**src/rtl/sit_pkg.sv**
```systemverilog
// sit_pkg: types, widths and reset constants for the speed interval timer.
// Used by speed_interval_timer and its checker. No dependencies.
package sit_pkg;

  localparam int unsigned NumWin   = 3;
  localparam int unsigned SpeedW   = 16;
  localparam int unsigned StampW   = 32;
  localparam int unsigned CfgIdxW  = 3;

  typedef logic [SpeedW-1:0] speed_t;
  typedef logic [StampW-1:0] stamp_t;

  // Interval value held before any window has completed (5 minutes in ms)
  localparam stamp_t IntervalReset = 32'd300000;

  // Register indexes on the configuration port
  typedef enum logic [CfgIdxW-1:0] {
    CFG_ZERO_FLOOR = 3'd0,
    CFG_START_A    = 3'd1,
    CFG_END_A      = 3'd2,
    CFG_START_B    = 3'd3,
    CFG_END_B      = 3'd4,
    CFG_START_C    = 3'd5,
    CFG_END_C      = 3'd6
  } cfg_reg_e;

  // Reset thresholds, 8.8 km/h
  localparam speed_t ZeroFloorReset = 16'd256;     // 1 km/h
  localparam speed_t StartAReset    = 16'd256;     // 1 km/h
  localparam speed_t EndAReset      = 16'd12800;   // 50 km/h
  localparam speed_t StartBReset    = 16'd256;     // 1 km/h
  localparam speed_t EndBReset      = 16'd25600;   // 100 km/h
  localparam speed_t StartCReset    = 16'd20480;   // 80 km/h
  localparam speed_t EndCReset      = 16'd30720;   // 120 km/h

  // Upward crossing: previous below the threshold, current at or above it
  function automatic logic crossed_up(speed_t prev, speed_t now, speed_t thr);
    return (now >= thr) && (prev < thr);
  endfunction

endpackage

```
**src/rtl/speed_interval_timer.sv**
```systemverilog
// speed_interval_timer: three start/end speed windows timing intervals in ms.
// Depends on sit_pkg.
//
//  channel | signals                                   | role
//  --------+-------------------------------------------+---------------------------
//  in      | in_valid_i, in_ready_o, stamp_ms_i,       | timestamped speed sample
//          | speed_i                                   |
//  out     | out_valid_o, out_ready_i, latest_*_o,     | window intervals after
//          | best_*_o, done_*_o                        | each sample
//  cfg     | cfg_valid_i, cfg_ready_o, cfg_index_i,    | floor and threshold writes
//          | cfg_data_i                                |
//
// One item per cycle while results are taken; a result is offered once its item
// has passed the input register, then the window update into the result register.
// The window state and the result register load together, so the outputs read
// the window state directly. A stalled result holds the input register, which
// in turn drops in_ready_o. Reset restores all thresholds, zeroes the prior
// speed and start stamps and sets every interval to 300000 ms.
module speed_interval_timer (
  input  logic                          clk_i,
  input  logic                          rst_ni,
  // sample input
  input  logic                          in_valid_i,
  output logic                          in_ready_o,
  input  logic [sit_pkg::StampW-1:0]    stamp_ms_i,
  input  logic [sit_pkg::SpeedW-1:0]    speed_i,
  // result output
  output logic                          out_valid_o,
  input  logic                          out_ready_i,
  output logic [sit_pkg::StampW-1:0]    latest_a_o,
  output logic [sit_pkg::StampW-1:0]    best_a_o,
  output logic [sit_pkg::StampW-1:0]    latest_b_o,
  output logic [sit_pkg::StampW-1:0]    best_b_o,
  output logic [sit_pkg::StampW-1:0]    latest_c_o,
  output logic [sit_pkg::StampW-1:0]    best_c_o,
  output logic                          done_a_o,
  output logic                          done_b_o,
  output logic                          done_c_o,
  // configuration writes
  input  logic                          cfg_valid_i,
  output logic                          cfg_ready_o,
  input  logic [sit_pkg::CfgIdxW-1:0]   cfg_index_i,
  input  logic [sit_pkg::SpeedW-1:0]    cfg_data_i
);

  localparam int unsigned NumWin = sit_pkg::NumWin;

  // configuration
  sit_pkg::speed_t floor_q;
  sit_pkg::speed_t start_thr_q [NumWin];
  sit_pkg::speed_t end_thr_q   [NumWin];

  // input register
  logic            in_valid_q;
  sit_pkg::stamp_t stamp_q;
  sit_pkg::speed_t speed_q;

  // window state and result register
  sit_pkg::speed_t prior_q, prior_d;
  sit_pkg::stamp_t start_q  [NumWin];
  sit_pkg::stamp_t start_d  [NumWin];
  sit_pkg::stamp_t latest_q [NumWin];
  sit_pkg::stamp_t latest_d [NumWin];
  sit_pkg::stamp_t best_q   [NumWin];
  sit_pkg::stamp_t best_d   [NumWin];
  logic [NumWin-1:0] done_q, done_d;
  logic            out_valid_q;

  logic advance;

  // Pipeline control: update stage fires when an item waits and no result is held back
  assign advance     = in_valid_q && (!out_valid_q || out_ready_i);
  assign in_ready_o  = !in_valid_q || advance;
  assign cfg_ready_o = 1'b1;

  // Configuration registers
  always_ff @(posedge clk_i or negedge rst_ni) begin
    if (!rst_ni) begin
      floor_q        <= sit_pkg::ZeroFloorReset;
      start_thr_q[0] <= sit_pkg::StartAReset;
      end_thr_q[0]   <= sit_pkg::EndAReset;
      start_thr_q[1] <= sit_pkg::StartBReset;
      end_thr_q[1]   <= sit_pkg::EndBReset;
      start_thr_q[2] <= sit_pkg::StartCReset;
      end_thr_q[2]   <= sit_pkg::EndCReset;
    end else if (cfg_valid_i) begin
      unique case (sit_pkg::cfg_reg_e'(cfg_index_i))
        sit_pkg::CFG_ZERO_FLOOR: floor_q        <= cfg_data_i;
        sit_pkg::CFG_START_A:    start_thr_q[0] <= cfg_data_i;
        sit_pkg::CFG_END_A:      end_thr_q[0]   <= cfg_data_i;
        sit_pkg::CFG_START_B:    start_thr_q[1] <= cfg_data_i;
        sit_pkg::CFG_END_B:      end_thr_q[1]   <= cfg_data_i;
        sit_pkg::CFG_START_C:    start_thr_q[2] <= cfg_data_i;
        sit_pkg::CFG_END_C:      end_thr_q[2]   <= cfg_data_i;
        default: ;  // unused index, write dropped
      endcase
    end
  end

  // Input register
  always_ff @(posedge clk_i or negedge rst_ni) begin
    if (!rst_ni) begin
      in_valid_q <= 1'b0;
    end else if (in_ready_o) begin
      in_valid_q <= in_valid_i;
    end
  end

  always_ff @(posedge clk_i) begin
    if (in_valid_i && in_ready_o) begin
      stamp_q <= stamp_ms_i;
      speed_q <= speed_i;
    end
  end

  // Window update: clamp, crossings, interval, minimum
  always_comb begin
    sit_pkg::speed_t spd;
    sit_pkg::stamp_t iv;
    spd = (speed_q < floor_q) ? '0 : speed_q;
    prior_d = spd;
    iv = '0;
    for (int w = 0; w < NumWin; w++) begin
      start_d[w]  = start_q[w];
      latest_d[w] = latest_q[w];
      best_d[w]   = best_q[w];
      done_d[w]   = 1'b0;
      // start is checked first, so a same-sample end measures zero
      if (sit_pkg::crossed_up(prior_q, spd, start_thr_q[w])) begin
        start_d[w] = stamp_q;
      end
      if (sit_pkg::crossed_up(prior_q, spd, end_thr_q[w])) begin
        iv          = stamp_q - start_d[w];
        latest_d[w] = iv;
        if (iv < best_q[w]) begin
          best_d[w] = iv;
        end
        done_d[w] = 1'b1;
      end
    end
  end

  // Window state and result register
  always_ff @(posedge clk_i or negedge rst_ni) begin
    if (!rst_ni) begin
      out_valid_q <= 1'b0;
      prior_q     <= '0;
      done_q      <= '0;
      for (int w = 0; w < NumWin; w++) begin
        start_q[w]  <= '0;
        latest_q[w] <= sit_pkg::IntervalReset;
        best_q[w]   <= sit_pkg::IntervalReset;
      end
    end else begin
      if (advance) begin
        out_valid_q <= 1'b1;
        prior_q     <= prior_d;
        done_q      <= done_d;
        for (int w = 0; w < NumWin; w++) begin
          start_q[w]  <= start_d[w];
          latest_q[w] <= latest_d[w];
          best_q[w]   <= best_d[w];
        end
      end else if (out_ready_i) begin
        out_valid_q <= 1'b0;
      end
    end
  end

  // Outputs
  assign out_valid_o = out_valid_q;
  assign latest_a_o  = latest_q[0];
  assign best_a_o    = best_q[0];
  assign latest_b_o  = latest_q[1];
  assign best_b_o    = best_q[1];
  assign latest_c_o  = latest_q[2];
  assign best_c_o    = best_q[2];
  assign done_a_o    = done_q[0];
  assign done_b_o    = done_q[1];
  assign done_c_o    = done_q[2];

endmodule

```
**config.mk**
```make
export PLATFORM = sky130hd
export DESIGN_NAME = speed_interval_timer
export DESIGN_NICKNAME = d
export VERILOG_FILES = /design/src/rtl/sit_pkg.sv /design/src/rtl/speed_interval_timer.sv
export SDC_FILE = /design/constraint.sdc
export NUM_CORES = 1
export LEC_CHECK = 0
export BUFFER_PORTS_ARGS = -buffer_cell sky130_fd_sc_hd__clkbuf_2
export CORE_MARGIN = 5
export CORE_UTILIZATION = 45
export CTS_CLUSTER_DIAMETER = 80
export CTS_CLUSTER_SIZE = 10
export DETAILED_ROUTE_END_ITERATION = 10
export HOLD_SLACK_MARGIN = 0.15
export SYNTH_ARGS = -nofsm -noshare
export SYNTH_HDL_FRONTEND = slang
export SYNTH_SLANG_ARGS = --single-unit
```
**constraint.sdc**
```tcl
create_clock -name clk_i -period 10.9 [get_ports clk_i]
set_input_delay 1.635 -clock clk_i [delete_from_list [all_inputs] [get_ports clk_i]]
set_output_delay 1.635 -clock clk_i [all_outputs]
set_load 0.005 [all_outputs]
```
==> run metrics <==
Leak Pwr 16.6 nW; ratio of final minimum period to clock period 92.6%; number of cells in the design after placement 3933; CP max stage cell sky130_fd_sc_hd__or4b_1; Max Fclk 99.0 MHz; highest-count cells in the layout ignoring fill and taps sky130_fd_sc_hd__ha_1 (377), sky130_fd_sc_hd__dfrtp_1 (358), sky130_fd_sc_hd__mux2_2 (292), sky130_fd_sc_hd__clkbuf_2 (267), sky130_fd_sc_hd__inv_1 (241); first-pass GRT wire length ~130 mm; clk buf depth 3; Global Route Usage Sum about 22%; final setup skew 0.0260 ns; Max Cap Violations 0; clk sinks 469; Detail Placement HPWL roughly 64 mm; placeable core region 0.0668 sq mm; Final Hold Vio Count 0; count of endpoints failing setup in the final report 0; final critical delay including setup and external delays 10.10 ns; Post-Synthesis Net Count approximately 3300; remaining max-slew budget at the tightest pin 21.9%; post-detailed-routing wire length 82.5 mm; area of the die between 0.07 and 0.08 sq mm; type of the worst setup path reg -> reg; peak ir drop on the vdd network 0.172 mV; clock slew at reported path FFs 0.06 ns; CP peak stage delay 0.75 ns; filler cell count in the final layout 6038; overall power 11.0 mW; worst path required time 11.39 ns; fraction of synthesis flops using an asynchronous set or reset pin between 80% and 90%; Largest delay share family, worst path compound AO/OA/AOI/OAI gates; Initial DRT Pass Iterations 5; Fin Setup TNS 0 ns; type of the tightest min-delay check reg -> reg; non-filler instance count after layout 4041; Routed WL per cell just over 20 microns; Syn Std Cell Area approximately 0.03 sq mm; critical path endpoint category register; P per Cell Area 321 mW/mm^2; actual transition at the worst max-transition pin 1.17 ns; TritonCTS clock tree yes; post-detailed-placement cell area 0.0326 sq mm; Final Slew Violations 0; CTS root buffer sky130_fd_sc_hd__clkbuf_16; Routability Congestion 0.880; overall die width 269 microns; fraction of the yosys area taken by sequential cells 39.9%; arrival time of data at the critical path endpoint 10.59 ns; #FFs+latches synth 469; Buffers & Inverters on Critical Path 2; number of nets in the layout 3565; critical path startpoint category register; remaining global-route overflow 0; Finished Cell Area 0.0342 sq mm; growth of design area from synthesis to finish 13.4%; Die Y 269 microns; number of DRC markers in iteration 0 ~1300; vias per std cell approximately 5.5; count of cell types in the netlist 90; number of warning messages in the yosys log 0; remaining number of nets flagged by the antenna check after routing 0; # Post-CTS Setup Buffers 0; effective utilization at floorplan roughly 45%; maximum number of pins on one net before global-route repair 163; register-to-register setup slack 0.80 ns; Most used DFF post-synth sky130_fd_sc_hd__dfrtp_1; Worst-Skew Late Latency 0.62 ns; overall via count from detail_route 22400; initial antenna violation count 13; total DRC errors in the routed layout 0; Post-synth EDFFs 48; Synth Instances between 2000 and 3000; count of input and output buffers 268; outcome completed; average instance area after synthesis 10.6 sq um; via count of the first global-routing pass 22900; H-tree depth 2; RSZ-0062 raised after global routing false; most common cell after layout, fill and taps aside sky130_fd_sc_hd__ha_1; number of ports placed on the die boundary 270; FP Rows 95; Inserted Clock Buffers 54; fraction of final layout cells with drive strength greater than 1 between 20% and 30%; highest fanout seen on the critical path 25
cells by family (layout without fill, tap and decap cells):
kind of cell	after synthesis	in the layout	share of synthesized area (%)
simple gates	522	522	8.81
compound gates	634	634	13.2
xor+xnor	94	94	2.78
fa+ha+maj	383	383	15.8
other cells	1	8	0.0124
buf+inv	333	640	4.21
mux	418	418	15.3
flops	469	469	39.9
synth_stat cells (all sizes together), types with 5 or more instances:
| master | instances | area, sq um |
|---|---|---|
| nor4 | 9 | 71.3 |
| nand3 | 30 | 150 |
| dfstp | 63 | 1660 |
| o211ai | 10 | 80.1 |
| nor2b | 48 | 300 |
| maj3 | 6 | 60.1 |
| edfxtp | 48 | 1440 |
| buf | 21 | 98.8 |
| a221oi | 5 | 68.8 |
| nor3 | 27 | 140 |
| a21oi | 190 | 973 |
| a211oi | 13 | 97.6 |
| and2 | 25 | 156 |
| ha | 377 | 4720 |
| o21bai | 21 | 161 |
| a21o | 94 | 706 |
| a2111oi | 9 | 97.6 |
| mux2 | 337 | 3790 |
| clkbuf | 71 | 267 |
| nand2 | 168 | 631 |
| and4 | 10 | 87.6 |
| and3 | 9 | 56.3 |
| or4 | 7 | 56.3 |
| a211o | 7 | 62.6 |
| o21a | 15 | 113 |
| nor3b | 6 | 45.0 |
| xnor2 | 62 | 558 |
| inv | 241 | 905 |
| mux2i | 81 | 811 |
| xor2 | 32 | 280 |
| nand2b | 48 | 300 |
| a31oi | 22 | 144 |
| or2 | 5 | 31.3 |
| o21ai | 202 | 1010 |
| a21boi | 6 | 45.0 |
| nor2 | 83 | 314 |
| nand4 | 37 | 231 |
| dfrtp | 358 | 8960 |
state kept, by name, summed over array words and instances, names as in the netlist, 32 cells and up:
name,flops
start_q,96
end_thr_q,48
start_thr_q,48
best_a_o,32
best_b_o,32
best_c_o,32
latest_a_o,32
latest_b_o,32
latest_c_o,32
stamp_q,32
report_power, final:
group / leakage, nW / switching [mW] / internal, mW
Sequential: 5.53 / 0.445 / 2.45
Clock: 0.769 / 0.741 / 0.975
Combinational: 10.3 / 3.57 / 2.81
Total: 16.6 / 4.76 / 6.24
cell type report:
class / instances / area (sq um) / share of cell area [%]
Multi-Input combinational cell: 2052 / 16900 / 49.5
Inverter: 241 / 905 / 2.64
Sequential cell: 469 / 12100 / 35.2
Clock inverter: 5 / 72.6 / 0.212
Antenna cell: 7 / 17.5 / 0.0512
Tap cell: 873 / 1090 / 3.19
Clock buffer: 96 / 1540 / 4.50
Timing Repair Buffer: 298 / 1610 / 4.72
worst reg2reg max path: cells and delay by family (launching register included):
family                   cells  cell delay (ns)
AO/OA/AOI/OAI               21             3.58
XOR/XNOR                     1             0.29
adder cells (fa/ha/maj)      4             1.20
buffers and inverters        2             0.43
flip-flops                   1             0.39
multiplexers                 2             0.68
AND/OR/NAND/NOR             15             3.40
path summary, 6_finish.rpt:
kind,from,endpoint,cells past startpoint
min in group asynchronous,rst_ni,best_b_o[19]$_DFFE_PN0P_,1
worst min register to register,done_q[1]$_DFFE_PN0P_,done_q[1]$_DFFE_PN0P_,2
worst max-delay path,speed_q[1]$_DFFE_PP_,best_a_o[3]$_DFFE_PN0P_,45
worst max register to register,speed_q[1]$_DFFE_PP_,best_a_o[3]$_DFFE_PN0P_,45
max in group asynchronous,rst_ni,best_a_o[16]$_DFFE_PN0P_,2
worst min-delay path,done_q[1]$_DFFE_PN0P_,done_q[1]$_DFFE_PN0P_,2
stage by stage:
stage	setup slack (ns)	utilization (%)	hold WS (ns)
after floorplan	1.45	-	0.450
after global placement	0.705	48.8	0.462
after detailed placement	0.725	48.8	0.465
after CTS	0.713	51.2	0.478
after global routing	0.00438	51.2	0.507
final	0.802	51.2	0.479
metal layers:
metal	global-route usage, %	part of all wire [%]	wire (microns)	up-vias
li1	-	-	-	10800
met1	31.2	46	37700	11100
met2	36.7	47	38800	435
met3	3.98	5.0	4160	115
met4	5.70	2.2	1820	8
met5	0	0.081	67	-
what timing repair did:
action | 4_1_cts | 5_1_grt
gates resized for setup | 0 | 4
endpoints found under the setup margin | 0 | 45
hold buffers | 0 | 0
No activity file was read; power rests on OpenSTA's default activity.
